==> config.mk <==
export PLATFORM = sky130hd
export DESIGN_NAME = i2c_master_transfer
export DESIGN_NICKNAME = d
export VERILOG_FILES = /design/src/rtl/i2cmt_pkg.sv /design/src/rtl/i2c_master_transfer.sv /design/src/rtl/i2cmt_front.sv /design/src/rtl/i2cmt_engine.sv
export SDC_FILE = /design/constraint.sdc
export NUM_CORES = 1
export LEC_CHECK = 0
export BUFFER_PORTS_ARGS = -buffer_cell sky130_fd_sc_hd__buf_2
export CORE_ASPECT_RATIO = 0.5
export CORE_MARGIN = 3
export CORE_UTILIZATION = 60
export DETAILED_ROUTE_END_ITERATION = 12
export PLACE_DENSITY = 0.78
export SETUP_SLACK_MARGIN = 0.1
export SYNTH_ARGS = -nofsm -noshare
export SYNTH_HDL_FRONTEND = slang
export SYNTH_SLANG_ARGS = --single-unit
==> constraint.sdc <==
create_clock -name aclk -period 4.89 [get_ports aclk]
set_input_delay 0.489 -clock aclk [delete_from_list [all_inputs] [get_ports aclk]]
set_output_delay 0.489 -clock aclk [all_outputs]
set_load 0.05 [all_outputs]
==> src/rtl/i2cmt_pkg.sv <==
// Shared types and constants for the I2C master transfer engine.
package i2cmt_pkg;

    localparam int          QUEUE_DEPTH_DEF = 2;
    localparam logic [15:0] PHASE_TICKS_RST = 16'd4;

    typedef enum logic [0:0] {
        KIND_TICK = 1'b0,
        KIND_PUSH = 1'b1
    } item_kind_t;

    typedef struct packed {
        item_kind_t  kind;
        logic        sda_sample;
        logic [7:0]  byte_value;
        logic        last_byte;
    } item_t;

    typedef enum logic [1:0] {
        STAT_OK    = 2'd0,
        STAT_BUSY  = 2'd1,
        STAT_ERROR = 2'd2,
        STAT_NACK  = 2'd3
    } status_t;

    typedef enum logic [19:0] {
        ST_IDLE  = 20'h00001,
        ST_STA1  = 20'h00002,
        ST_STA2  = 20'h00004,
        ST_STA3  = 20'h00008,
        ST_STA4  = 20'h00010,
        ST_WSET  = 20'h00020,
        ST_WHIGH = 20'h00040,
        ST_WLOW  = 20'h00080,
        ST_ASET  = 20'h00100,
        ST_AHIGH = 20'h00200,
        ST_ALOW  = 20'h00400,
        ST_WAIT  = 20'h00800,
        ST_RHIGH = 20'h01000,
        ST_RLOW  = 20'h02000,
        ST_MSET  = 20'h04000,
        ST_MHIGH = 20'h08000,
        ST_MLOW  = 20'h10000,
        ST_P1    = 20'h20000,
        ST_P2    = 20'h40000,
        ST_P3    = 20'h80000
    } seq_state_t;

endpackage

==> src/rtl/i2c_master_transfer.sv <==
// Top level of the single-master I2C transfer engine.
//
//  channel   direction  handshake           payload
//  s_*       in         s_valid / s_ready   operation, sda_sample, byte_value, last_byte
//  m_*       out        m_valid / m_ready   scl_level, sda_release, byte_wanted,
//                                           read_data, read_valid, done_res, status
//  cfg_*     in         cfg_wr_en           cfg_wr_data = phase_ticks
//
// One transaction per clock while the result channel is not stalled; each produces exactly one result.
// A transaction accepted into the input queue waits there until the sequencer takes it,
// and its result is then registered in the result register.
// The sequencer takes one queued transaction per clock whenever the result
// register is empty or being drained; output stalls back up into the queue.
// Reset (aresetn low, synchronous) empties the queue, releases both lines
// high and restores phase_ticks to 4.
module i2c_master_transfer
    import i2cmt_pkg::*;
#(
    parameter int QUEUE_DEPTH = QUEUE_DEPTH_DEF
) (
    input  logic        aclk,
    input  logic        aresetn,
    input  logic        cfg_wr_en,
    input  logic [15:0] cfg_wr_data,
    input  logic        s_valid,
    output logic        s_ready,
    input  logic        s_operation,
    input  logic        s_sda_sample,
    input  logic [7:0]  s_byte_value,
    input  logic        s_last_byte,
    output logic        m_valid,
    input  logic        m_ready,
    output logic        m_scl_level,
    output logic        m_sda_release,
    output logic        m_byte_wanted,
    output logic [7:0]  m_read_data,
    output logic        m_read_valid,
    output logic        m_done_res,
    output logic [1:0]  m_status
);

    logic  q_valid;
    logic  q_pop;
    item_t q_item;

    i2cmt_front #(
        .QUEUE_DEPTH (QUEUE_DEPTH)
    ) u_front (
        .aclk         (aclk),
        .aresetn      (aresetn),
        .s_valid      (s_valid),
        .s_ready      (s_ready),
        .s_operation  (s_operation),
        .s_sda_sample (s_sda_sample),
        .s_byte_value (s_byte_value),
        .s_last_byte  (s_last_byte),
        .q_valid      (q_valid),
        .q_item       (q_item),
        .q_pop        (q_pop)
    );

    i2cmt_engine u_engine (
        .aclk          (aclk),
        .aresetn       (aresetn),
        .cfg_wr_en     (cfg_wr_en),
        .cfg_wr_data   (cfg_wr_data),
        .q_valid       (q_valid),
        .q_item        (q_item),
        .q_pop         (q_pop),
        .m_valid       (m_valid),
        .m_ready       (m_ready),
        .m_scl_level   (m_scl_level),
        .m_sda_release (m_sda_release),
        .m_byte_wanted (m_byte_wanted),
        .m_read_data   (m_read_data),
        .m_read_valid  (m_read_valid),
        .m_done_res    (m_done_res),
        .m_status      (m_status)
    );

endmodule

==> src/rtl/i2cmt_front.sv <==
// Input side: accepts transactions, tags them as tick or push, and queues them.
module i2cmt_front
    import i2cmt_pkg::*;
#(
    parameter int QUEUE_DEPTH = QUEUE_DEPTH_DEF
) (
    input  logic        aclk,
    input  logic        aresetn,
    input  logic        s_valid,
    output logic        s_ready,
    input  logic        s_operation,
    input  logic        s_sda_sample,
    input  logic [7:0]  s_byte_value,
    input  logic        s_last_byte,
    output logic        q_valid,
    output item_t       q_item,
    input  logic        q_pop
);

    localparam int PTR_W = (QUEUE_DEPTH > 1) ? $clog2(QUEUE_DEPTH) : 1;
    localparam int CNT_W = $clog2(QUEUE_DEPTH + 1);

    item_t              queue_reg [QUEUE_DEPTH];
    logic [PTR_W-1:0]   wr_ptr_reg, wr_ptr_next;
    logic [PTR_W-1:0]   rd_ptr_reg, rd_ptr_next;
    logic [CNT_W-1:0]   count_reg, count_next;
    logic               push;
    item_t              in_item;

    always_comb begin
        in_item.kind       = s_operation ? KIND_PUSH : KIND_TICK;
        in_item.sda_sample = s_sda_sample;
        in_item.byte_value = s_byte_value;
        in_item.last_byte  = s_last_byte;
    end

    assign s_ready = (count_reg != CNT_W'(QUEUE_DEPTH));
    assign push    = s_valid && s_ready;
    assign q_valid = (count_reg != '0);
    assign q_item  = queue_reg[rd_ptr_reg];

    always_comb begin
        wr_ptr_next = wr_ptr_reg;
        rd_ptr_next = rd_ptr_reg;
        count_next  = count_reg;
        if (push) begin
            if (wr_ptr_reg == PTR_W'(QUEUE_DEPTH - 1)) begin
                wr_ptr_next = '0;
            end else begin
                wr_ptr_next = wr_ptr_reg + 1'b1;
            end
        end
        if (q_pop) begin
            if (rd_ptr_reg == PTR_W'(QUEUE_DEPTH - 1)) begin
                rd_ptr_next = '0;
            end else begin
                rd_ptr_next = rd_ptr_reg + 1'b1;
            end
        end
        if (push && !q_pop) begin
            count_next = count_reg + 1'b1;
        end else if (!push && q_pop) begin
            count_next = count_reg - 1'b1;
        end
    end

    always_ff @(posedge aclk) begin
        if (!aresetn) begin
            wr_ptr_reg <= '0;
            rd_ptr_reg <= '0;
            count_reg  <= '0;
        end else begin
            wr_ptr_reg <= wr_ptr_next;
            rd_ptr_reg <= rd_ptr_next;
            count_reg  <= count_next;
        end
    end

    always_ff @(posedge aclk) begin
        if (push) begin
            queue_reg[wr_ptr_reg] <= in_item;
        end
    end

endmodule

==> src/rtl/i2cmt_engine.sv <==
// Bus sequencer: runs START, bytes, ACK and STOP phases and registers each result.
module i2cmt_engine
    import i2cmt_pkg::*;
(
    input  logic        aclk,
    input  logic        aresetn,
    input  logic        cfg_wr_en,
    input  logic [15:0] cfg_wr_data,
    input  logic        q_valid,
    input  item_t       q_item,
    output logic        q_pop,
    output logic        m_valid,
    input  logic        m_ready,
    output logic        m_scl_level,
    output logic        m_sda_release,
    output logic        m_byte_wanted,
    output logic [7:0]  m_read_data,
    output logic        m_read_valid,
    output logic        m_done_res,
    output logic [1:0]  m_status
);

    seq_state_t  state_reg, state_next;
    logic [15:0] phase_reg, phase_next;
    logic [2:0]  bit_reg, bit_next;
    logic [7:0]  shift_reg, shift_next;
    logic        read_mode_reg, read_mode_next;
    logic        final_reg, final_next;
    logic        loaded_reg, loaded_next;
    logic        scl_reg, scl_next;
    logic        sda_reg, sda_next;
    status_t     result_reg, result_next;
    logic [15:0] phase_ticks_reg;

    logic        m_valid_reg;
    logic        out_scl_reg, out_sda_reg, out_wanted_reg;
    logic [7:0]  out_data_reg;
    logic        out_rvalid_reg, out_done_reg;
    status_t     out_status_reg;

    logic        advance;
    logic        waiting;
    logic        phase_end;
    logic [15:0] phase_len;
    logic [7:0]  shift_in;
    logic        o_valid, o_done;
    logic [7:0]  o_data;
    status_t     o_status;

    assign advance  = q_valid && (!m_valid_reg || m_ready);
    assign q_pop    = advance;
    assign waiting  = (state_reg == ST_IDLE) || (state_reg == ST_WAIT);
    assign phase_len = (phase_ticks_reg == '0) ? 16'd1 : phase_ticks_reg;
    assign phase_end = !(({1'b0, phase_reg} + 17'd1) < {1'b0, phase_len});
    assign shift_in  = {shift_reg[6:0], q_item.sda_sample};

    always_comb begin
        state_next     = state_reg;
        phase_next     = phase_reg;
        bit_next       = bit_reg;
        shift_next     = shift_reg;
        read_mode_next = read_mode_reg;
        final_next     = final_reg;
        loaded_next    = loaded_reg;
        scl_next       = scl_reg;
        sda_next       = sda_reg;
        result_next    = result_reg;
        o_valid        = 1'b0;
        o_data         = '0;
        o_done         = 1'b0;
        o_status       = STAT_OK;

        if (q_item.kind == KIND_PUSH) begin
            if (waiting && !loaded_reg) begin
                shift_next  = q_item.byte_value;
                final_next  = q_item.last_byte;
                loaded_next = 1'b1;
                phase_next  = '0;
                bit_next    = '0;
                if (state_reg == ST_IDLE) begin
                    // SCL keeps its level into the first START phase
                    read_mode_next = q_item.byte_value[0];
                    result_next    = STAT_OK;
                    state_next     = ST_STA1;
                    sda_next       = 1'b1;
                end else if (read_mode_reg) begin
                    state_next = ST_RHIGH;
                    scl_next   = 1'b1;
                    sda_next   = 1'b1;
                end else begin
                    state_next = ST_WSET;
                    scl_next   = 1'b0;
                    sda_next   = q_item.byte_value[7];
                end
            end
        end else if (!waiting) begin
            if (!phase_end) begin
                phase_next = phase_reg + 16'd1;
            end else begin
                phase_next = '0;
                case (state_reg)
                    ST_STA1: begin
                        state_next = ST_STA2; scl_next = 1'b1; sda_next = 1'b1;
                    end
                    ST_STA2: begin
                        if (!q_item.sda_sample) begin
                            // bus held low by someone else
                            state_next  = ST_IDLE;
                            o_done      = 1'b1;
                            o_status    = STAT_BUSY;
                            loaded_next = 1'b0;
                            result_next = STAT_OK;
                            bit_next    = '0;
                        end else begin
                            state_next = ST_STA3; scl_next = 1'b1; sda_next = 1'b0;
                        end
                    end
                    ST_STA3: begin
                        state_next = ST_STA4; scl_next = 1'b0; sda_next = 1'b0;
                    end
                    ST_STA4: begin
                        if (q_item.sda_sample) begin
                            // SDA failed to follow the START; leave lines low
                            state_next  = ST_IDLE;
                            o_done      = 1'b1;
                            o_status    = STAT_ERROR;
                            loaded_next = 1'b0;
                            result_next = STAT_OK;
                            bit_next    = '0;
                        end else begin
                            bit_next   = '0;
                            state_next = ST_WSET;
                            scl_next   = 1'b0;
                            sda_next   = shift_reg[7];
                        end
                    end
                    ST_WSET: begin
                        state_next = ST_WHIGH; scl_next = 1'b1;
                    end
                    ST_WHIGH: begin
                        state_next = ST_WLOW; scl_next = 1'b0;
                    end
                    ST_WLOW: begin
                        shift_next = {shift_reg[6:0], 1'b0};
                        scl_next   = 1'b0;
                        if (bit_reg == 3'd7) begin
                            bit_next   = '0;
                            state_next = ST_ASET;
                            sda_next   = 1'b1;
                        end else begin
                            bit_next   = bit_reg + 3'd1;
                            state_next = ST_WSET;
                            sda_next   = shift_reg[6];
                        end
                    end
                    ST_ASET: begin
                        state_next = ST_AHIGH; scl_next = 1'b1; sda_next = 1'b1;
                    end
                    ST_AHIGH: begin
                        result_next = q_item.sda_sample ? STAT_NACK : STAT_OK;
                        state_next  = ST_ALOW; scl_next = 1'b0; sda_next = 1'b1;
                    end
                    ST_ALOW: begin
                        loaded_next = 1'b0;
                        scl_next    = 1'b0;
                        if (result_reg != STAT_OK || final_reg) begin
                            state_next = ST_P1; sda_next = 1'b0;
                        end else begin
                            state_next = ST_WAIT; sda_next = 1'b1;
                        end
                    end
                    ST_RHIGH: begin
                        shift_next = shift_in;
                        if (bit_reg == 3'd7) begin
                            o_valid = 1'b1;
                            o_data  = shift_in;
                        end
                        state_next = ST_RLOW; scl_next = 1'b0; sda_next = 1'b1;
                    end
                    ST_RLOW: begin
                        if (bit_reg == 3'd7) begin
                            // ACK each byte, NACK the final one
                            bit_next   = '0;
                            state_next = ST_MSET;
                            scl_next   = 1'b0;
                            sda_next   = final_reg;
                        end else begin
                            bit_next   = bit_reg + 3'd1;
                            state_next = ST_RHIGH;
                            scl_next   = 1'b1;
                            sda_next   = 1'b1;
                        end
                    end
                    ST_MSET: begin
                        state_next = ST_MHIGH; scl_next = 1'b1;
                    end
                    ST_MHIGH: begin
                        state_next = ST_MLOW; scl_next = 1'b0;
                    end
                    ST_MLOW: begin
                        loaded_next = 1'b0;
                        scl_next    = 1'b0;
                        if (final_reg) begin
                            state_next = ST_P1; sda_next = 1'b0;
                        end else begin
                            state_next = ST_WAIT; sda_next = 1'b1;
                        end
                    end
                    ST_P1: begin
                        state_next = ST_P2; scl_next = 1'b1; sda_next = 1'b0;
                    end
                    ST_P2: begin
                        state_next = ST_P3; scl_next = 1'b1; sda_next = 1'b1;
                    end
                    ST_P3: begin
                        state_next  = ST_IDLE;
                        o_done      = 1'b1;
                        o_status    = result_reg;
                        loaded_next = 1'b0;
                        result_next = STAT_OK;
                        bit_next    = '0;
                    end
                    default: begin
                        state_next = ST_IDLE;
                    end
                endcase
            end
        end
    end

    always_ff @(posedge aclk) begin
        if (!aresetn) begin
            state_reg     <= ST_IDLE;
            phase_reg     <= '0;
            bit_reg       <= '0;
            shift_reg     <= '0;
            read_mode_reg <= 1'b0;
            final_reg     <= 1'b0;
            loaded_reg    <= 1'b0;
            scl_reg       <= 1'b1;
            sda_reg       <= 1'b1;
            result_reg    <= STAT_OK;
            m_valid_reg   <= 1'b0;
        end else begin
            if (advance) begin
                state_reg     <= state_next;
                phase_reg     <= phase_next;
                bit_reg       <= bit_next;
                shift_reg     <= shift_next;
                read_mode_reg <= read_mode_next;
                final_reg     <= final_next;
                loaded_reg    <= loaded_next;
                scl_reg       <= scl_next;
                sda_reg       <= sda_next;
                result_reg    <= result_next;
                m_valid_reg   <= 1'b1;
            end else if (m_ready) begin
                m_valid_reg   <= 1'b0;
            end
        end
    end

    always_ff @(posedge aclk) begin
        if (!aresetn) begin
            phase_ticks_reg <= PHASE_TICKS_RST;
        end else if (cfg_wr_en) begin
            phase_ticks_reg <= cfg_wr_data;
        end
    end

    always_ff @(posedge aclk) begin
        if (advance) begin
            out_scl_reg    <= scl_next;
            out_sda_reg    <= sda_next;
            out_wanted_reg <= ((state_next == ST_IDLE) || (state_next == ST_WAIT))
                              && !loaded_next;
            out_data_reg   <= o_data;
            out_rvalid_reg <= o_valid;
            out_done_reg   <= o_done;
            out_status_reg <= o_status;
        end
    end

    assign m_valid       = m_valid_reg;
    assign m_scl_level   = out_scl_reg;
    assign m_sda_release = out_sda_reg;
    assign m_byte_wanted = out_wanted_reg;
    assign m_read_data   = out_data_reg;
    assign m_read_valid  = out_rvalid_reg;
    assign m_done_res    = out_done_reg;
    assign m_status      = out_status_reg;

    // a loaded byte always moves the sequencer off the waiting states
    assert property (@(posedge aclk) disable iff (!aresetn)
        ((state_reg == ST_IDLE) || (state_reg == ST_WAIT)) |-> !loaded_reg)
        else $error("byte loaded while sequencer waits");

    assert property (@(posedge aclk) disable iff (!aresetn)
        (m_valid_reg && out_done_reg) |-> out_wanted_reg)
        else $error("finished transfer does not ask for a byte");

    assert property (@(posedge aclk) disable iff (!aresetn)
        (m_valid_reg && out_status_reg != STAT_OK) |-> out_done_reg)
        else $error("failure status without transfer end");

    assert property (@(posedge aclk) disable iff (!aresetn)
        (m_valid_reg && out_rvalid_reg) |-> (!out_done_reg && !out_scl_reg))
        else $error("read byte reported outside the low SCL phase");

endmodule

==> impl_metrics.csv, run 1 <==
group,metric,value,unit
critical_path,cp.required,5.18,ns
floorplanning,fp.dieH,77.2,µm
sta,post-route-period-util,0.798,
clock_tree,htreeDepth,3,
yosys,synth-edff-count,37,
floorplanning,die-area,11500,µm²
floorplanning,die_w,148,µm
clock_tree,cts_hold_buf,0,
floorplanning,io_pins,49,
route,drt_iter0_markers,468,
route,routedWlPerCell,18.1,µm
yosys,avgSynthCellArea,9.33,µm²
route,vias,5099,
critical_path,crit_path_end_kind,"register",
critical_path,cp-startpoint,"u_engine.phase_reg[0]",
critical_path,r2r_slack,0.99,ns
clock_tree,clk-insertion-delay-late,0.36,ns
sta,layout_setup_ws,0.990,ns
yosys,synth_cell_types,71,
clock_tree,ctsResizeCount,0,
sta,rsz0062_at_grt,"no",
floorplanning,row_count,25,
global_routing,grt_max_degree,50,
yosys,synth-warning-count,0,
pwr,peakVddDrop,0.209,mV
sta,min_period,3.90,ns
global_routing,grt_pass1_wl,24500,µm
critical_path,arrival,4.19,ns
placed_design,port_buffers,48,
flow_run,drv_cap,0,
sta,relSlewSlack,0.304,
global_routing,grt_pass1_vias,4931,
sta,tightest_slew,1.04,ns
floorplanning,core-area,9670,µm²
final_layout,n_antenna_cell,0,
placed_design,place.detailed.hpwl,10500,µm
yosys,syn_area,6080,µm²
floorplanning,initial_core_util,0.629,
final_layout,syn2layout_area_growth,8.54,%
final_layout,largest_reg_flops,22,
critical_path,startpoint_type,"register",
critical_path,timing.rr.start,"u_engine.phase_reg[0]",
global_routing,antenna_found_initial,0,
pwr,power,0.00301,W
route,vias_per_cell,6.19,
clock_tree,cts_tree,"built",
outcome,status,"complete, no violations",
yosys,synthArstFlopShare,0,
global_routing,grt_remaining_overflow,0,
sta,setup-tns-final,0,ns
yosys,syn_inst,652,
sta,hold_viol,0,
pwr,power_per_cell_area,456,nW/µm²
pwr,p_leak,2.50,nW
final_layout,final_common_cell,"nor2_1",
critical_path,critical_path.max_fanout,16,
sta,drv_slew,0,
placed_design,dpl_cell_area,6300,µm²
placed_design,gp_congestion,0.961,
final_layout,layout_common_cells,"nor2_1 (82), dfxtp_1 (75), nand2_1 (51)",
final_layout,multi_input_area,3150,µm²
sta,clock_skew,0.00761,ns
route,drt_first_pass_iters,5,
yosys,ys_seq_area_frac,0.430,
critical_path,crit_type,"register to register",
yosys,synthFlopType,"dfxtp_1",
clock_tree,clk_pin_slew,0.08,ns
route,drc,0,
final_layout,fin_area,6600,µm²
sta,setup_violations,0,
clock_tree,clk_path_buf_depth,2,
hold_path,min-delay-start,"s_operation",
route,drt_wl_total,14900,µm
final_layout,nNetsFinal,735,
hold_path,hold_path_class,"input pin to register",
clock_tree,cts_buffers,9,
sta,max_freq,256,MHz
final_layout,nFillCells,766,
yosys,syn_nets,703,
clock_tree,cts_root_buf,"clkbuf_16",
route,drtAntennaViolNets,0,
final_layout,drive_above_1_share,0.155,
clock_tree,post_cts_buffers,0,
final_layout,register_area,2610,µm²
clock_tree,clock_sinks,112,
placed_design,place_ws,1.11,ns
yosys,synth-seq-cells,112,
global_routing,track_usage,0.268,
==> stage by stage <==
| step | hold WS (ns) | utilization | std cells |
|---|---|---|---|
| after floorplan | 0.438 | - | 652 |
| after global placement | 0.450 | 0.652 | 808 |
| after detailed placement | 0.459 | 0.652 | 808 |
| after CTS | 0.315 | 0.683 | 824 |
| after global routing | 0.306 | 0.683 | 824 |
| final | 0.321 | 0.683 | 824 |
==> where the power goes <==
part           switching, W  internal (W)  leakage (nW)
sequential        0.0000843       0.00112         0.959
combinational      0.000772      0.000309          1.39
clock              0.000367      0.000361         0.147
total               0.00122       0.00179          2.50
==> worst max-delay path, cell delays in order, from the launching register on <==
cell and delay [ns]:
dfxtp_1 0.41, ha_1 0.24, and4_1 0.34, nand4_1 0.16
xnor2_1 0.32, ha_1 0.31, nand4_1 0.11, nor2_1 0.07
nor3_1 0.20, a21boi_0 0.23, or2_2 0.46, nor3_4 0.72
a22oi_1 0.14, nor2_1 0.12
==> worst paths after layout <==
path | endpoint | cells after the start
max | u_engine.phase_reg[3] | 13
min | u_front.queue_reg[0][10] | 1
max reg2reg | u_engine.phase_reg[3] | 13
min reg2reg | u_engine.bit_reg[2] | 2
==> final cells by class <==
class	instances	share of cell area
clock inverter	7	0.0106
multi-input combinational	483	0.477
timing repair buffer	54	0.0432
tap	135	0.0256
inverter	24	0.0136
clock buffer	9	0.0341
sequential	112	0.396
==> synth_stat cells, types with 8 or more instances <==
library cell	number	area, µm²
a21oi_1	40	200
a22oi_2	9	113
and2_1	10	62.6
clkbuf_1	17	63.8
dfxtp_1	75	1500
edfxtp_1	37	1110
ha_1	19	238
inv_1	22	82.6
mux2i_1	37	370
nand2_1	51	191
nand2b_1	8	50.1
nand3_1	19	95.1
nand4_1	13	81.3
nor2_1	82	308
nor3_1	21	105
nor4_1	14	87.6
o21ai_0	40	200
xnor2_1	12	105
xor2_1	11	96.3
==> metal layers <==
| layer | GRT usage | routed length [µm] | vias to the layer above |
|---|---|---|---|
| met5 | 0 | 0 | - |
| met4 | 0.0793 | 299 | 0 |
| met3 | 0.0685 | 1400 | 33 |
| met2 | 0.435 | 6760 | 253 |
| met1 | 0.357 | 6450 | 2376 |
| li1 | - | - | 2437 |
==> cells by family (layout without fill, tap and decap cells) <==
family                     after synthesis  in the layout  share of synthesized area
DFF                                    112            112                      0.430
and+or+nand+nor                        273            273                      0.236
xor gates and xnor gates                23             23                     0.0331
adders and majority gates               19             19                     0.0391
buffers and inverters                   57             94                     0.0533
muxes                                   40             40                     0.0665
AOI/OAI and AO/OA                      128            128                      0.142
No activity file was read; power rests on OpenSTA's default activity.
==> run 2, diff against run 1 <==
- ABC_AREA: unset -> 1
- CORE_UTILIZATION: 60 -> 61
- PLACE_DENSITY: 0.78 -> 0.79
- clock period: 4.89 -> 4 ns (I/O delays scaled with it)
==> run 2 against run 1 <==
Against the previous run:
- setup slack worse by 0.73 ns
- largest cell class unchanged
- highest routed layer unchanged
- cell area rose by 9.4%
- utilization increased by 5.0 points
- sequential power increased by 43%
- combinational power is 120% higher
- cell count rose by 32%
- critical endpoint is now u_engine.shift_reg[5]
- count of clock-buffer cells in the layout unchanged
- first-iteration DRC count is 110% higher
- flip-flop and latch count is the same
- critical path depth up 6
==> impl_metrics.csv, run 2 <==
group,metric,value,unit
outcome,status,"complete, no violations",
yosys,synth-seq-cells,112,
critical_path,reg2regPathDepth,19,
pwr,share_comb_of_total_power,0.476,
yosys,synth_top_area_cell,"dfxtp_1",
sta,clock_skew,0.0121,ns
sta,rsz0062_at_grt,"no",
sta,post-route-period-util,0.934,
floorplanning,die-area,11900,µm²
route,vias_per_cell,6.14,
yosys,avgSynthCellArea,7.15,µm²
global_routing,grt_pass1_wl,31100,µm
sta,tightest_slew,1.02,ns
final_layout,final_util,0.733,
clock_tree,cts_buffers,9,
pwr,peakVddDrop,0.316,mV
final_layout,n_antenna_cell,0,
critical_path,crit_type,"register to register",
critical_path,slowest_delay,0.40,ns
pwr,p_sw_frac,0.497,
pwr,p_int,0.00257,W
route,drt_iter0_markers,1001,
route,routedWlPerCell,17.9,µm
yosys,ys_seq_area_frac,0.404,
final_layout,nNetsFinal,998,
final_layout,largest_reg_flops,22,
critical_path,r2r_slack,0.26,ns
pwr,p_switching,0.00254,W
critical_path,startpoint_type,"register",
pwr,power,0.00511,W
pwr,power_per_cell_area,708,nW/µm²
clock_tree,clock_sinks,112,
sta,min_period,3.74,ns
yosys,synth_cell_types,42,
sta,max_freq,268,MHz
hold_path,hold_path_class,"input pin to register",
critical_path,critical_path.max_fanout,12,
route,drt_wl_total,19500,µm
clock_tree,htreeDepth,3,
global_routing,grt_pass1_vias,6151,
floorplanning,row_count,25,
sta,setup_violations,0,
route,vias,6669,
yosys,synth_top_cell_area_share,0.232,
route,drt_first_pass_iters,6,
sta,relSlewSlack,0.315,
clock_tree,clk-insertion-delay-late,0.36,ns
clock_tree,clk_path_buf_depth,2,
route,drtAntennaViolNets,0,
pwr,p_leak,3.38,nW
sta,hold_viol,0,
clock_tree,clk_pin_slew,0.09,ns
clock_tree,cts_hold_buf,0,
global_routing,track_usage,0.331,
yosys,yosysMostFrequentCell,"nand2_1",
placed_design,gp_congestion,0.966,
critical_path,cpMaxStageDelayCell,"dfxtp_1",
clock_tree,cts_tree,"built",
yosys,syn_area,6460,µm²
global_routing,grt_remaining_overflow,0,
route,drc,0,
global_routing,grt_max_degree,44,
placed_design,port_buffers,48,
yosys,synth_top_cells_by_count,"nand2_1 (168), inv_1 (120), nor2_1 (119), dfxtp_1 (75), a21oi_1 (74)",
floorplanning,fp.dieH,78.8,µm
critical_path,timing.rr.start,"u_engine.phase_reg[0]",
placed_design,place.detailed.hpwl,13800,µm
placed_design,place_ws,0.277,ns
sta,layout_setup_ws,0.262,ns
yosys,synth-warning-count,0,
critical_path,arrival,3.99,ns
hold_path,min-delay-start,"s_byte_value[7]",
final_layout,drive_above_1_share,0.118,
floorplanning,io_pins,49,
sta,drv_slew,0,
floorplanning,die_w,152,µm
floorplanning,initial_core_util,0.656,
final_layout,nFillCells,734,
yosys,synthArstFlopShare,0,
hold_path,holdPathEnd,"u_front.queue_reg[0][8]",
hold_path,hold_depth,1,
critical_path,r2r_end,"u_engine.shift_reg[5]",
yosys,syn_inst,903,
final_layout,final_common_cell,"nand2_1",
pwr,power_frac_clock,0.190,
final_layout,syn2layout_area_growth,11.8,%
critical_path,path_cells,"ha_1, nand2_1, nor2_2, nand2_1, nor2_2, xor2_1, ha_1, a21oi_1, o21ai_0, nand2_1, nand3_1, nor2_2, buf_4, nand3_2, nor3b_4, buf_4, buf_4, o21ai_0, a21oi_1",
yosys,synth-edff-count,37,
sta,hold_slack,0.220,ns
critical_path,cp.required,4.25,ns
floorplanning,core-area,9850,µm²
clock_tree,cts_root_buf,"clkbuf_16",
sta,setup-tns-final,0,ns
critical_path,crit_path_end_kind,"register",
yosys,syn_nets,954,
pwr,pwr-share-seq,0.334,
flow_run,drv_cap,0,
global_routing,antenna_found_initial,0,
yosys,synthFlopType,"dfxtp_1",
final_layout,layout_common_cells,"nand2_1 (168), inv_1 (120), nor2_1 (116)",
yosys,synthTopCellsByArea,"dfxtp_1 (23%), edfxtp_1 (17%), nand2_1 (9.8%), inv_1 (7.0%), nor2_1 (6.9%)",
==> run 2: changes by cell type in the layout (fill, tap and decap cells not counted), moves of 33 or more <==
cell | previous run | this run
a21oi_1 | 40 | 73
inv_1 | 22 | 120
nand2_1 | 51 | 168
nand3_1 | 19 | 66
mux2i_1 | 36 | 1
nor2_1 | 82 | 116
==> run 2: critical path, delay by kind of cell, from the launching register on <==
family	cells	cell delay (ns)
flip-flops	1	0.40
adder cells (fa/ha/maj)	2	0.51
XOR/XNOR	1	0.22
buffers and inverters	3	0.57
AO/OA/AOI/OAI	4	0.57
AND/OR/NAND/NOR	9	1.35
==> run 2: kinds of logic after synthesis <==
group	synth area share
AOI/OAI and AO/OA	0.156
xor gates and xnor gates	0.0176
adders and majority gates	0.0368
buffers and inverters	0.0912
DFF	0.404
muxes	0.00155
and+or+nand+nor	0.292
==> run 2: layer usage <==
metal | share of wire | routed length [µm] | GRT usage | vias up
met2 | 0.45 | 8700 | 0.525 | 443
met3 | 0.12 | 2330 | 0.0855 | 56
met5 | 0 | 0 | 0 | -
met1 | 0.41 | 8030 | 0.454 | 3069
met4 | 0.021 | 415 | 0.0878 | 0
li1 | - | - | - | 3101
==> run 2: layout make-up <==
cell class,count,area (µm²),share of cell area
Multi-Input combinational cell,638,3300,0.457
Timing Repair Buffer,62,345,0.0478
Sequential cell,112,2610,0.362
Inverter,124,465,0.0645
Clock inverter,7,101,0.0140
Tap cell,135,169,0.0234
Clock buffer,9,225,0.0312
==> run 2: power by group through the flow <==
stage	Sequential, W	Combinational (W)	Clock, W
4_1_cts	0.00169	0.00233	0.000967
5_1_grt	0.00173	0.00266	0.00103
3_5_place_dp	0.00171	0.00231	0
6_report	0.00171	0.00243	0.000972
3_3_place_gp	0.00170	0.00227	0
2_1_floorplan	0.00188	0.00153	0
==> run 2: per-stage QoR <==
stage               area (µm²)  cells
floorplan                 6460    903
global route              7220   1087
global placement          6820   1065
CTS                       7150   1081
finish                    7220   1087
detailed placement        6820   1065
==> run 2: how the worst max path moves through the flow <==
stage                           from                       to  depth (start not counted)
2_1_floorplan  u_engine.phase_reg[0]   u_engine.m_byte_wanted                         23
3_3_place_gp   u_engine.phase_reg[0]   u_engine.m_byte_wanted                         23
3_5_place_dp   u_engine.phase_reg[0]    u_engine.phase_reg[8]                         17
4_1_cts        u_engine.phase_reg[0]   u_engine.phase_reg[11]                         17
5_1_grt        u_engine.phase_reg[0]  u_engine.m_read_data[6]                         18
6_report       u_engine.phase_reg[0]    u_engine.shift_reg[5]                         19
==> run 2: what timing repair did <==
action	in CTS	in global routing
gates resized for setup	0	7
buffers inserted	0	6
endpoints found under the setup margin	0	41
==> run 3, diff against run 2 <==
- CORE_UTILIZATION: 61 -> 55
- PLACE_DENSITY: 0.79 -> 0.72
==> run 3 against run 2 <==
Against the previous run:
- cell count grew 1.9%
- maximum frequency grew 4.2%
- cell area is essentially flat
- global-route usage shrank 5.5 points
- setup slack gained 0.15 ns
- power shrank 1.4%
- highest routed layer unchanged
- sequential power is essentially flat
- non-clock buffer count shrank 3
- critical endpoint is now u_engine.m_byte_wanted
- combinational power shrank 2%
- routed wire length shrank 8.5%
==> impl_metrics.csv, run 3 (synthesis results as in run 2) <==
group,metric,value,unit
final_layout,nNetsFinal,995,
final_layout,multi_input_area,3290,µm²
route,vias_per_cell,5.61,
final_layout,final_cells,1108,
final_layout,largest_reg_flops,22,
global_routing,grtUsageMet2,0.462,
critical_path,critPathBufInv,2,
hold_path,hold_path_class,"input pin to register",
sta,max_freq,279,MHz
global_routing,met3_usage,0.0653,
sta,setup-tns-final,0,ns
sta,setup_violations,0,
clock_tree,cts_tree,"built",
floorplanning,initial_core_util,0.576,
sta,drv_slew,0,
clock_tree,clock_sinks,112,
sta,clock_skew,0.0125,ns
global_routing,grt_pass1_vias,5643,
placed_design,place.detailed.hpwl,13300,µm
route,drt_first_pass_iters,6,
placed_design,port_buffers,48,
final_layout,final_common_cell,"nand2_1",
route,drt_wl_total,17800,µm
pwr,power_per_cell_area,698,nW/µm²
route,drt_iter0_markers,654,
global_routing,gr-max-usage-layer,"met2",
placed_design,gp_congestion,1.03,
floorplanning,die-area,13200,µm²
critical_path,cp-startpoint,"u_engine.phase_reg[0]",
critical_path,crit_path_end_kind,"register",
floorplanning,row_count,27,
floorplanning,io_pins,49,
critical_path,timing.rr.start,"u_engine.phase_reg[0]",
final_layout,drive_above_1_share,0.113,
critical_path,startpoint_type,"register",
outcome,status,"complete, no violations",
global_routing,grt_remaining_overflow,0,
clock_tree,clk_path_buf_depth,2,
clock_tree,cts_hold_buf,0,
global_routing,antenna_found_initial,0,
critical_path,critical_path.max_fanout,5,
global_routing,grtUsageMet1,0.370,
pwr,peakVddDrop,0.335,mV
floorplanning,fp.dieH,82.6,µm
global_routing,track_usage,0.276,
critical_path,cp-endpoint,"u_engine.m_byte_wanted",
critical_path,cpMaxStageDelayCell,"dfxtp_1",
placed_design,dp.cells,1091,
floorplanning,die_w,159,µm
clock_tree,clk_pin_slew,0.09,ns
route,routedWlPerCell,16.1,µm
clock_tree,htreeDepth,3,
clock_tree,cts_root_buf,"clkbuf_16",
critical_path,r2r_slack,0.41,ns
critical_path,path_cells,"ha_1, nand2_1, nor2_2, nand2_1, nor2_1, nand2_1, xnor2_2, ha_1, a21o_1, a21oi_1, nand3_1, nor2_2, nand2_2, nand2_1, buf_4, nand2_1, nand2_1, inv_1, nor2_1, nand2_1, nor2_1, nand2_1, nor2_1",
sta,post-route-period-util,0.897,
critical_path,crit_family,"simple AND/OR/NAND/NOR gates",
critical_path,cp.required,4.23,ns
route,vias,6216,
final_layout,nFillCells,990,
sta,tightest_slew,1.08,ns
critical_path,crit_type,"register to register",
final_layout,syn2layout_area_growth,11.8,%
clock_tree,cts_buffers,9,
critical_path,reg2regPathDepth,23,
global_routing,grt_max_degree,44,
final_layout,layout_common_cells,"nand2_1 (168), inv_1 (120), nor2_1 (118)",
floorplanning,core-area,11200,µm²
route,drtAntennaViolNets,0,
route,drc,0,
sta,min_period,3.59,ns
global_routing,grt_pass1_wl,28700,µm
critical_path,cp.depth,23,
sta,rsz0062_at_grt,"no",
pwr,p_leak,3.37,nW
final_layout,register_area,2610,µm²
critical_path,cp_common_cell,"nand2_1",
critical_path,arrival,3.82,ns
critical_path,r2r_end,"u_engine.m_byte_wanted",
critical_path,slowest_delay,0.40,ns
flow_run,drv_cap,0,
sta,relSlewSlack,0.279,
final_layout,n_antenna_cell,0,
clock_tree,clk-insertion-delay-late,0.36,ns
sta,hold_viol,0,
==> run 3: cell types whose count changed in the layout (fill, tap and decap cells not counted), sizes merged <==
cell / change
buf: -3
clkinv: -3
inv: +3
==> run 3: routing by layer <==
layer  wire length (µm)  up-vias  part of all wire
met2               7750      237              0.44
met1               8270     2867              0.46
met5                  0        -                 0
met3               1540       29             0.087
li1                   -     3083                 -
met4                252        0             0.014
==> run 3: how the worst min path moves through the flow <==
stage,startpoint,endpoint,slack [ns],cells past startpoint
5_1_grt,s_byte_value[4],u_front.queue_reg[1][5],0.22,1
3_5_place_dp,u_front.rd_ptr_reg,register,0.45,1
6_report,s_byte_value[6],u_front.queue_reg[0][7],0.22,1
3_3_place_gp,u_front.rd_ptr_reg,u_front.rd_ptr_reg,0.44,1
2_1_floorplan,u_front.rd_ptr_reg,register,0.43,1
4_1_cts,s_byte_value[1],u_front.queue_reg[1][2],0.21,1
==> run 3: layout make-up <==
type | count | area share
clock buffers | 9 | 0.0312
multi-input cells | 638 | 0.456
repair buffers | 59 | 0.0464
clock inverters | 7 | 0.0130
well taps | 159 | 0.0275
inverters | 124 | 0.0644
flip-flops and latches | 112 | 0.362
==> run 3: where the power goes <==
group	switching [W]	total, W	internal [W]
combinational	0.00175	0.00239	0.000637
clock	0.000501	0.000965	0.000464
sequential	0.000210	0.00169	0.00148
total	0.00246	0.00504	0.00258
==> run 3: per-stage QoR <==
stage | cell area [µm²] | setup slack (ns) | total power [W] | hold WS [ns] | utilization
2_1_floorplan | 6460 | 0.873 | 0.00341 | 0.425 | -
3_3_place_gp | 6870 | 0.637 | 0.00400 | 0.438 | 0.612
3_5_place_dp | 6870 | 0.496 | 0.00402 | 0.449 | 0.612
4_1_cts | 7180 | 0.393 | 0.00498 | 0.215 | 0.641
5_1_grt | 7220 | 0.0850 | 0.00538 | 0.220 | 0.644
6_report | 7220 | 0.412 | 0.00504 | 0.222 | 0.644
==> run 3: repair_timing <==
item,CTS,global route
resized for setup,0,4
setup buffers,0,1
setup endpoints to repair,0,25
==> run 3: worst register-to-register path, delay by kind of cell (launching register included) <==
kind / cells / cell delay, ns
AOI/OAI and AO/OA: 2 / 0.32
and+or+nand+nor: 16 / 1.83
DFF: 1 / 0.40
buffers and inverters: 2 / 0.21
xor gates and xnor gates: 1 / 0.16
adders and majority gates: 2 / 0.53
